<file path="config.mk">
export PLATFORM = sky130hd
export DESIGN_NAME = substring_find_replace_unit
export DESIGN_NICKNAME = d
export VERILOG_FILES = /design/src/rtl/sfr_pkg.sv /design/src/rtl/substring_find_replace_unit.sv /design/src/rtl/sfr_win_cell.sv /design/src/rtl/sfr_out_cell.sv
export SDC_FILE = /design/constraint.sdc
export NUM_CORES = 2
export LEC_CHECK = 0
export BUFFER_PORTS_ARGS = -buffer_cell sky130_fd_sc_hd__buf_4
export CORE_AREA = 8 8 373 375
export CTS_BUF_LIST = sky130_fd_sc_hd__clkbuf_8
export CTS_CLUSTER_DIAMETER = 100
export DETAILED_ROUTE_END_ITERATION = 8
export DIE_AREA = 0 0 381 383
export GPL_ROUTABILITY_DRIVEN = 0
export HOLD_SLACK_MARGIN = 0.08
export SLEW_MARGIN = 20
export SYNTH_ARGS = -nofsm -noshare
export SYNTH_HDL_FRONTEND = slang
export SYNTH_SLANG_ARGS = --single-unit
export TNS_END_PERCENT = 30
</file>
<file path="constraint.sdc">
create_clock -name aclk -period 5 [get_ports aclk]
set_input_delay 0.25 -clock aclk [delete_from_list [all_inputs] [get_ports aclk]]
set_output_delay 0.25 -clock aclk [all_outputs]
set_load 0.01 [all_outputs]
</file>
<file path="src/rtl/sfr_pkg.sv">
// Shared constants, word types and cell control types for the find-and-replace unit.
package sfr_pkg;

    localparam int CP_W            = 21;
    localparam int MAX_PATTERN     = 8;
    localparam int MAX_REPLACEMENT = 8;
    localparam int WIN_DEPTH       = MAX_PATTERN - 1;
    localparam int FILL_W          = 3;
    localparam int LEN_W           = 4;
    localparam int CNT_W           = 4;
    localparam int OUT_DEPTH       = 8;
    localparam int CFG_IDX_W       = 3;
    localparam int CFG_DATA_W      = 63;
    localparam int CHARS3_W        = 3 * CP_W;
    localparam int CHARS2_W        = 2 * CP_W;

    localparam logic [CFG_IDX_W-1:0] REG_PATTERN_LENGTH     = 3'd0;
    localparam logic [CFG_IDX_W-1:0] REG_REPLACEMENT_LENGTH = 3'd1;
    localparam logic [CFG_IDX_W-1:0] REG_PATTERN_CHARS_0_2  = 3'd2;
    localparam logic [CFG_IDX_W-1:0] REG_PATTERN_CHARS_3_5  = 3'd3;
    localparam logic [CFG_IDX_W-1:0] REG_PATTERN_CHARS_6_7  = 3'd4;
    localparam logic [CFG_IDX_W-1:0] REG_REPLACE_CHARS_0_2  = 3'd5;
    localparam logic [CFG_IDX_W-1:0] REG_REPLACE_CHARS_3_5  = 3'd6;
    localparam logic [CFG_IDX_W-1:0] REG_REPLACE_CHARS_6_7  = 3'd7;

    typedef struct packed {
        logic [CP_W-1:0] code_point;
        logic            last;
    } in_word_t;

    typedef struct packed {
        logic [CP_W-1:0] out_char;
        logic            has_char;
        logic            end_of_message;
    } out_word_t;

    typedef struct packed {
        logic shift;
        logic take_c;
    } win_ctl_t;

    typedef struct packed {
        logic load;
        logic shift;
    } out_ctl_t;

endpackage

</file>
<file path="src/rtl/substring_find_replace_unit.sv">
// Top level: streaming find-and-replace over code points with a row of window and result cells.
//
//  channel  | valid   | ready   | payload | word
//  ---------+---------+---------+---------+----------------------------------------------
//  input    | s_valid | s_ready | s_data  | code_point, last
//  result   | m_valid | m_ready | m_data  | out_char, has_char, end_of_message
//  config   | cfg_wr_en | -     | cfg_wdata | register cfg_index, no wait, no read-back
//
//  An input word is taken when s_valid and s_ready are high; its results (0 to 8 words)
//  are loaded in that same cycle into the result cells and leave one per cycle, while
//  m_ready is high, from the head cell. A new input word is taken while the last pending
//  result leaves, so a stream that yields at most one result per input runs at one word
//  per cycle while m_ready is high; a longer replacement or flush holds the input until its last result leaves.
//  Reset (aresetn low, synchronous) empties the window and the result cells and clears
//  all configuration registers. No clearing pass is needed.
module substring_find_replace_unit (
    input  logic                            aclk,
    input  logic                            aresetn,
    input  logic                            s_valid,
    output logic                            s_ready,
    input  sfr_pkg::in_word_t               s_data,
    output logic                            m_valid,
    input  logic                            m_ready,
    output sfr_pkg::out_word_t              m_data,
    input  logic                            cfg_wr_en,
    input  logic [sfr_pkg::CFG_IDX_W-1:0]   cfg_index,
    input  logic [sfr_pkg::CFG_DATA_W-1:0]  cfg_wdata
);

    // ---------------------------------------------------------------- configuration
    logic [sfr_pkg::LEN_W-1:0]    pat_len_reg;
    logic [sfr_pkg::LEN_W-1:0]    rep_len_reg;
    logic [sfr_pkg::CHARS3_W-1:0] pat_02_reg, pat_35_reg, rep_02_reg, rep_35_reg;
    logic [sfr_pkg::CHARS2_W-1:0] pat_67_reg, rep_67_reg;

    always_ff @(posedge aclk) begin
        if (!aresetn) begin
            pat_len_reg <= '0;
            rep_len_reg <= '0;
            pat_02_reg  <= '0;
            pat_35_reg  <= '0;
            pat_67_reg  <= '0;
            rep_02_reg  <= '0;
            rep_35_reg  <= '0;
            rep_67_reg  <= '0;
        end else if (cfg_wr_en) begin
            unique case (cfg_index)
                sfr_pkg::REG_PATTERN_LENGTH:     pat_len_reg <= cfg_wdata[sfr_pkg::LEN_W-1:0];
                sfr_pkg::REG_REPLACEMENT_LENGTH: rep_len_reg <= cfg_wdata[sfr_pkg::LEN_W-1:0];
                sfr_pkg::REG_PATTERN_CHARS_0_2:  pat_02_reg  <= cfg_wdata;
                sfr_pkg::REG_PATTERN_CHARS_3_5:  pat_35_reg  <= cfg_wdata;
                sfr_pkg::REG_PATTERN_CHARS_6_7:  pat_67_reg  <= cfg_wdata[sfr_pkg::CHARS2_W-1:0];
                sfr_pkg::REG_REPLACE_CHARS_0_2:  rep_02_reg  <= cfg_wdata;
                sfr_pkg::REG_REPLACE_CHARS_3_5:  rep_35_reg  <= cfg_wdata;
                sfr_pkg::REG_REPLACE_CHARS_6_7:  rep_67_reg  <= cfg_wdata[sfr_pkg::CHARS2_W-1:0];
            endcase
        end
    end

    // Character 0 sits in the lowest bits, so the three registers line up as one vector.
    logic [sfr_pkg::MAX_PATTERN*sfr_pkg::CP_W-1:0]     pat_all;
    logic [sfr_pkg::MAX_REPLACEMENT*sfr_pkg::CP_W-1:0] rep_all;
    logic [sfr_pkg::CP_W-1:0] pat_chars [sfr_pkg::MAX_PATTERN];
    logic [sfr_pkg::CP_W-1:0] rep_chars [sfr_pkg::MAX_REPLACEMENT];

    assign pat_all = {pat_67_reg, pat_35_reg, pat_02_reg};
    assign rep_all = {rep_67_reg, rep_35_reg, rep_02_reg};

    for (genvar gp = 0; gp < sfr_pkg::MAX_PATTERN; gp++) begin : g_pat
        assign pat_chars[gp] = pat_all[gp*sfr_pkg::CP_W +: sfr_pkg::CP_W];
    end
    for (genvar gr = 0; gr < sfr_pkg::MAX_REPLACEMENT; gr++) begin : g_rep
        assign rep_chars[gr] = rep_all[gr*sfr_pkg::CP_W +: sfr_pkg::CP_W];
    end

    // Saturate lengths above the maximum.
    logic [sfr_pkg::LEN_W-1:0] plen, rlen;
    assign plen = (pat_len_reg > sfr_pkg::LEN_W'(sfr_pkg::MAX_PATTERN))
                  ? sfr_pkg::LEN_W'(sfr_pkg::MAX_PATTERN) : pat_len_reg;
    assign rlen = (rep_len_reg > sfr_pkg::LEN_W'(sfr_pkg::MAX_REPLACEMENT))
                  ? sfr_pkg::LEN_W'(sfr_pkg::MAX_REPLACEMENT) : rep_len_reg;

    // ---------------------------------------------------------------- handshake
    logic [sfr_pkg::CNT_W-1:0] out_cnt_reg, out_cnt_next;
    logic                      s_acc, m_acc;

    // Take a new word when the result cells are empty or their last word leaves now.
    assign m_valid = (out_cnt_reg != '0);
    assign m_acc   = m_valid && m_ready;
    assign s_ready = (out_cnt_reg == '0) ||
                     ((out_cnt_reg == sfr_pkg::CNT_W'(1)) && m_ready);
    assign s_acc   = s_valid && s_ready;

    // ---------------------------------------------------------------- window decision
    logic [sfr_pkg::FILL_W-1:0] fill_reg, fill_next;
    logic [sfr_pkg::LEN_W-1:0]  fill_ext;
    logic [sfr_pkg::CP_W-1:0]   c;
    logic                       last;
    logic [sfr_pkg::CP_W-1:0]   win_chars [sfr_pkg::WIN_DEPTH];
    logic [sfr_pkg::WIN_DEPTH-1:0] win_hit;
    logic [sfr_pkg::WIN_DEPTH-1:0] win_below;
    logic                       pass_all, full, match;
    logic                       do_shift, do_append, use_rep, bare;
    logic [sfr_pkg::CNT_W-1:0]  res_cnt;

    assign c        = s_data.code_point;
    assign last     = s_data.last;
    assign fill_ext = sfr_pkg::LEN_W'(fill_reg);

    for (genvar gb = 0; gb < sfr_pkg::WIN_DEPTH; gb++) begin : g_below
        assign win_below[gb] = (sfr_pkg::LEN_W'(gb) < fill_ext);
    end

    // Window plus new word reach the pattern length exactly when fill is plen-1.
    assign pass_all = (plen == '0) || (fill_ext >= plen);
    assign full     = !pass_all && ((fill_ext + sfr_pkg::LEN_W'(1)) == plen);
    assign match    = full && (c == pat_chars[fill_reg]) && (&(win_hit | ~win_below));

    always_comb begin
        do_shift  = 1'b0;
        do_append = 1'b0;
        use_rep   = 1'b0;
        res_cnt   = fill_ext + sfr_pkg::CNT_W'(1);
        fill_next = fill_reg;
        priority if (pass_all) begin
            fill_next = '0;
        end else if (match) begin
            use_rep   = 1'b1;
            res_cnt   = rlen;
            fill_next = '0;
        end else if (last) begin
            // Flush window and new word.
            fill_next = '0;
        end else if (full) begin
            // Emit the oldest, slide the rest down, park the new word at the top.
            do_shift  = 1'b1;
            res_cnt   = sfr_pkg::CNT_W'(1);
        end else begin
            do_append = 1'b1;
            res_cnt   = '0;
            fill_next = fill_reg + sfr_pkg::FILL_W'(1);
        end
    end

    // Nothing left to emit at end of message: send a bare end marker.
    assign bare = last && (res_cnt == '0);

    always_ff @(posedge aclk) begin
        if (!aresetn) begin
            fill_reg <= '0;
        end else if (s_acc) begin
            fill_reg <= fill_next;
        end
    end

    // ---------------------------------------------------------------- window cells
    for (genvar gw = 0; gw < sfr_pkg::WIN_DEPTH; gw++) begin : g_win
        sfr_pkg::win_ctl_t        wctl;
        logic [sfr_pkg::CP_W-1:0] right_char;

        assign wctl.shift  = s_acc && do_shift;
        assign wctl.take_c = s_acc &&
                             ((do_shift  && (fill_ext == sfr_pkg::LEN_W'(gw + 1))) ||
                              (do_append && (fill_ext == sfr_pkg::LEN_W'(gw))));

        if (gw + 1 < sfr_pkg::WIN_DEPTH) begin : g_mid
            assign right_char = win_chars[gw + 1];
        end else begin : g_end
            assign right_char = '0;
        end

        sfr_win_cell u_cell (
            .aclk       (aclk),
            .ctl        (wctl),
            .new_char   (c),
            .right_char (right_char),
            .pat_char   (pat_chars[gw]),
            .cell_char  (win_chars[gw]),
            .hit        (win_hit[gw])
        );
    end

    // ---------------------------------------------------------------- result cells
    logic [sfr_pkg::CNT_W-1:0] load_cnt;
    sfr_pkg::out_word_t        out_words [sfr_pkg::OUT_DEPTH];

    assign load_cnt = bare ? sfr_pkg::CNT_W'(1) : res_cnt;

    for (genvar go = 0; go < sfr_pkg::OUT_DEPTH; go++) begin : g_out
        sfr_pkg::out_ctl_t        octl;
        sfr_pkg::out_word_t       load_word;
        sfr_pkg::out_word_t       right_word;
        logic [sfr_pkg::CP_W-1:0] flush_char;

        // Flush list: window entries below fill, then the new word.
        if (go < sfr_pkg::WIN_DEPTH) begin : g_fw
            assign flush_char = win_below[go] ? win_chars[go] : c;
        end else begin : g_fc
            assign flush_char = c;
        end

        if (go + 1 < sfr_pkg::OUT_DEPTH) begin : g_mid
            assign right_word = out_words[go + 1];
        end else begin : g_end
            assign right_word = '0;
        end

        assign load_word.out_char       = bare    ? '0 :
                                          use_rep ? rep_chars[go] : flush_char;
        assign load_word.has_char       = !bare;
        assign load_word.end_of_message = last && (load_cnt == sfr_pkg::CNT_W'(go + 1));

        assign octl.load  = s_acc;
        assign octl.shift = m_acc;

        sfr_out_cell u_cell (
            .aclk       (aclk),
            .ctl        (octl),
            .load_word  (load_word),
            .right_word (right_word),
            .cell_word  (out_words[go])
        );
    end

    // Load the new burst on accept, else advance by one on each taken result.
    always_comb begin
        out_cnt_next = out_cnt_reg;
        if (s_acc) begin
            out_cnt_next = load_cnt;
        end else if (m_acc) begin
            out_cnt_next = out_cnt_reg - sfr_pkg::CNT_W'(1);
        end
    end

    always_ff @(posedge aclk) begin
        if (!aresetn) begin
            out_cnt_reg <= '0;
        end else begin
            out_cnt_reg <= out_cnt_next;
        end
    end

    assign m_data = out_words[0];

endmodule

</file>
<file path="src/rtl/sfr_win_cell.sv">
// One window cell: holds a character, compares it to its pattern character.
module sfr_win_cell (
    input  logic                   aclk,
    input  sfr_pkg::win_ctl_t      ctl,
    input  logic [sfr_pkg::CP_W-1:0] new_char,
    input  logic [sfr_pkg::CP_W-1:0] right_char,
    input  logic [sfr_pkg::CP_W-1:0] pat_char,
    output logic [sfr_pkg::CP_W-1:0] cell_char,
    output logic                   hit
);

    logic [sfr_pkg::CP_W-1:0] char_reg;
    logic [sfr_pkg::CP_W-1:0] char_next;

    always_comb begin
        char_next = char_reg;
        if (ctl.take_c) begin
            char_next = new_char;
        end else if (ctl.shift) begin
            char_next = right_char;
        end
    end

    always_ff @(posedge aclk) begin
        char_reg <= char_next;
    end

    assign cell_char = char_reg;
    assign hit       = (char_reg == pat_char);

endmodule

</file>
<file path="src/rtl/sfr_out_cell.sv">
// One result cell: loads a word in parallel or takes its neighbor's word.
module sfr_out_cell (
    input  logic               aclk,
    input  sfr_pkg::out_ctl_t  ctl,
    input  sfr_pkg::out_word_t load_word,
    input  sfr_pkg::out_word_t right_word,
    output sfr_pkg::out_word_t cell_word
);

    sfr_pkg::out_word_t word_reg;
    sfr_pkg::out_word_t word_next;

    always_comb begin
        word_next = word_reg;
        if (ctl.load) begin
            word_next = load_word;
        end else if (ctl.shift) begin
            word_next = right_word;
        end
    end

    always_ff @(posedge aclk) begin
        word_reg <= word_next;
    end

    assign cell_word = word_reg;

endmodule

</file>
==> flow_metrics.env <==
export IMPL_antenna_found_initial=12
export IMPL_grt_pass1_vias=26399
export IMPL_drt_pass1_iter_count=5
export IMPL_clk_pin_slew_ns=0.07
export IMPL_finalHoldViolCount=0
export IMPL_largest_reg_flops=184
export IMPL_ys_types=63
export IMPL_finClkSkew_ns=0.0565
export IMPL_grt_busiest_layer="met2"
export IMPL_crit_top_cell="buf_4"
export IMPL_grt_overflow_total=0
export IMPL_critPathSlowestCell="nor2_2"
export IMPL_synth_top_area_share_pct=30.0
export IMPL_finalMaxSlewViolations=0
export IMPL_grt_met1_usage_pct=22.7
export IMPL_drive_above_1_share_pct=18.3
export IMPL_track_usage_pct=17.4
export IMPL_cts_sinks=682
export IMPL_synth_async_reset_ratio_pct=0
export IMPL_first_iter_violations=3712
export IMPL_met2_usage_pct=27.7
export IMPL_synth_edf_count=331
export IMPL_cts_setup_buffers=0
export IMPL_fp_row_count=134
export IMPL_post_synth_cell_area_avg_um2=9.44
export IMPL_cts_buffers=113
export IMPL_clockRootBuffer="clkbuf_8"
export IMPL_cts_htree_levels=3
export IMPL_critPathCaptureType="flop"
export IMPL_synth_top_cells_by_area="edfxtp_1 30%, dfxtp_1 21%, nand2_1 12%, a21oi_1 5.2%, mux2_2 4.8%"
export IMPL_crit_fanout=22
export IMPL_dieArea_mm2=0.146
export IMPL_yosys_area_top_type="edfxtp_1"
export IMPL_min_period_ns=4.90
export IMPL_finalSetupViolations=0
export IMPL_grt_max_degree=123
export IMPL_worstPathBufferInverterCount=4
export IMPL_path_delay_family="simple AND/OR/NAND/NOR gates"
export IMPL_grt_pass1_wl_mm=190
export IMPL_synth_flop_cell="dfxtp_1"
export IMPL_num_nets_final=3749
export IMPL_drc=0
export IMPL_ant_nets=0
export IMPL_die_h_um=383
export IMPL_drt_wl_total_mm=134
export IMPL_synth_seq_cells=682
export IMPL_cp_data_arrival_time_ns=5.34
export IMPL_synthesis_nets=3609
export IMPL_clk_latency_ns=0.75
export IMPL_period_share_pct=98.0
export IMPL_io_pins=118
export IMPL_numPortBuffers=117
export IMPL_worst_slew_pin_slew_ns=1.15
export IMPL_required_ns=5.45
export IMPL_yosys_warnings=0
export IMPL_startpoint_type="flop"
export IMPL_syn_inst=3506
export IMPL_hold_path_class="primary input to flop"
export IMPL_cellLeakagePower_nw=14.4
export IMPL_cts_tree="done"
export IMPL_tns_ns=0
export IMPL_seq_area_mm2=0.0170
export IMPL_powerDensity_mw_per_mm2=409
export IMPL_multi_input_area_mm2=0.0149
export IMPL_status="complete, no violations"
export IMPL_core_area_mm2=0.133
export IMPL_worst_path_largest_cell_delay_ns=0.77
export IMPL_whs_ns=0.311
export IMPL_start_util_pct=24.9
export IMPL_crit_chain="buf_4, nor2_2, a221oi_1, xnor2_1, nand4_1, nor4b_2, buf_4, o21ai_0, a22o_1, o31ai_4, buf_12, buf_4, o21ai_0"
export IMPL_cts_buffer_depth=3
export IMPL_fmax_mhz=204
export IMPL_reg2reg_slack_ns=0.10
export IMPL_syn2layout_area_growth_pct=18.6
export IMPL_yosysSeqAreaShare_pct=51.2
export IMPL_use_met3_pct=3.34
export IMPL_vias_per_cell=5.03
export IMPL_vdd_drop_max_mv=0.273
export IMPL_die_w_um=381
export IMPL_slew_headroom_pct=23.5
export IMPL_wire_per_inst_um=24.3
export IMPL_vias=27742
export IMPL_fillers=13965
export IMPL_cts_resized_gates=0
export IMPL_cts_hold_buffers=91
export IMPL_rsz0062_at_grt="false"
export IMPL_dp_hpwl_mm=91.9
export IMPL_netlist_area_mm2=0.0331
export IMPL_worstSetupPathType="flop to flop"
export IMPL_cap_viol_max_count=0
## synth_stat cells, types with 52 or more instances
cell      instances
nand2_1        1084
dfxtp_1         351
a21oi_1         346
edfxtp_1        331
clkbuf_1        220
o21ai_0         193
mux2i_1         146
mux2_2          142
xnor2_1         129
o21ai_2         110
nand3_1          78
nor2_1           52
## area by class of cell
type | count | area share [%]
Sequential cell | 682 | 43.2
Inverter | 10 | 0.124
Clock buffer | 145 | 5.08
Multi-Input combinational cell | 2533 | 38.1
Antenna cell | 5 | 0.0319
Timing Repair Buffer | 306 | 7.01
Clock inverter | 70 | 0.829
Tap cell | 1768 | 5.63
## worst register-to-register path: cells and delay by family (launching register included)
kind            cells  cell delay [ns]
compound gates      5             1.04
xor+xnor            1             0.55
buf+inv             4             1.07
flops               1             0.48
simple gates        3             1.46
## per-stage QoR
stage / power [mW] / util, % / setup slack (ns) / area [um2] / std cells
3_3_place_gp: 11.0 / 27.1 / 0.225 / 36000 / 5204
3_5_place_dp: 11.1 / 27.1 / 0.303 / 36000 / 5206
6_report: 16.1 / 29.6 / 0.102 / 39300 / 5519
2_1_floorplan: 9.84 / - / 0.234 / 33100 / 3506
5_1_grt: 16.7 / 29.6 / 0.112 / 39300 / 5517
4_1_cts: 16.1 / 29.5 / 0.263 / 39200 / 5512
## final timing paths
kind | from | to | cells past startpoint
max reg2reg | fill_reg[1]$_SDFFE_PN0P_ | g_out[1].u_cell.cell_word[2]$_DFFE_PP_ | 13
max | fill_reg[1]$_SDFFE_PN0P_ | g_out[1].u_cell.cell_word[2]$_DFFE_PP_ | 13
min | cfg_index[2] | rep_67_reg[2]$_SDFFE_PN0P_ | 5
min reg2reg | rep_02_reg[14]$_SDFFE_PN0P_ | rep_02_reg[14]$_SDFFE_PN0P_ | 2
## power by group
part           leakage [nW]  internal [mW]  switching, mW
clock                  1.39           2.65           2.36
combinational          7.01           1.16           2.29
sequential             6.00           7.21          0.406
total                  14.4           11.0           5.05
## cells in the final DEF, fill, tap and decap left out, types with 15 or more instances in the layout
master	Yosys	layout
dfxtp_1	351	348
nor2_1	52	44
and2_1	28	28
o21ai_0	193	191
xnor2_1	129	129
o21ai_2	110	112
xor2_1	41	41
clkbuf_8	0	145
a21oi_1	346	345
mux2i_1	146	146
buf_4	7	195
dlygate4sd3_1	0	91
nand4_1	31	31
mux2_2	142	142
edfxtp_1	331	331
mux4_2	20	20
nor4_1	15	15
buf_12	11	17
nand3_1	78	76
nand2_1	1084	1081
inv_1	8	59
## logic make-up after synthesis
| logic type | share of synthesized area, % |
|---|---|
| XOR/XNOR | 4.50 |
| flip-flops | 51.2 |
| AO/OA/AOI/OAI | 12.5 |
| multiplexers | 10.8 |
| buffers and inverters | 4.17 |
| adder cells (fa/ha/maj) | 0.378 |
| AND/OR/NAND/NOR | 16.4 |
## metal layers
metal	up-vias	routed length (um)
met4	0	6840
met3	365	12800
met1	13460	53900
met5	-	0
li1	12388	-
met2	1529	60400
No activity file was read; power rests on OpenSTA's default activity.
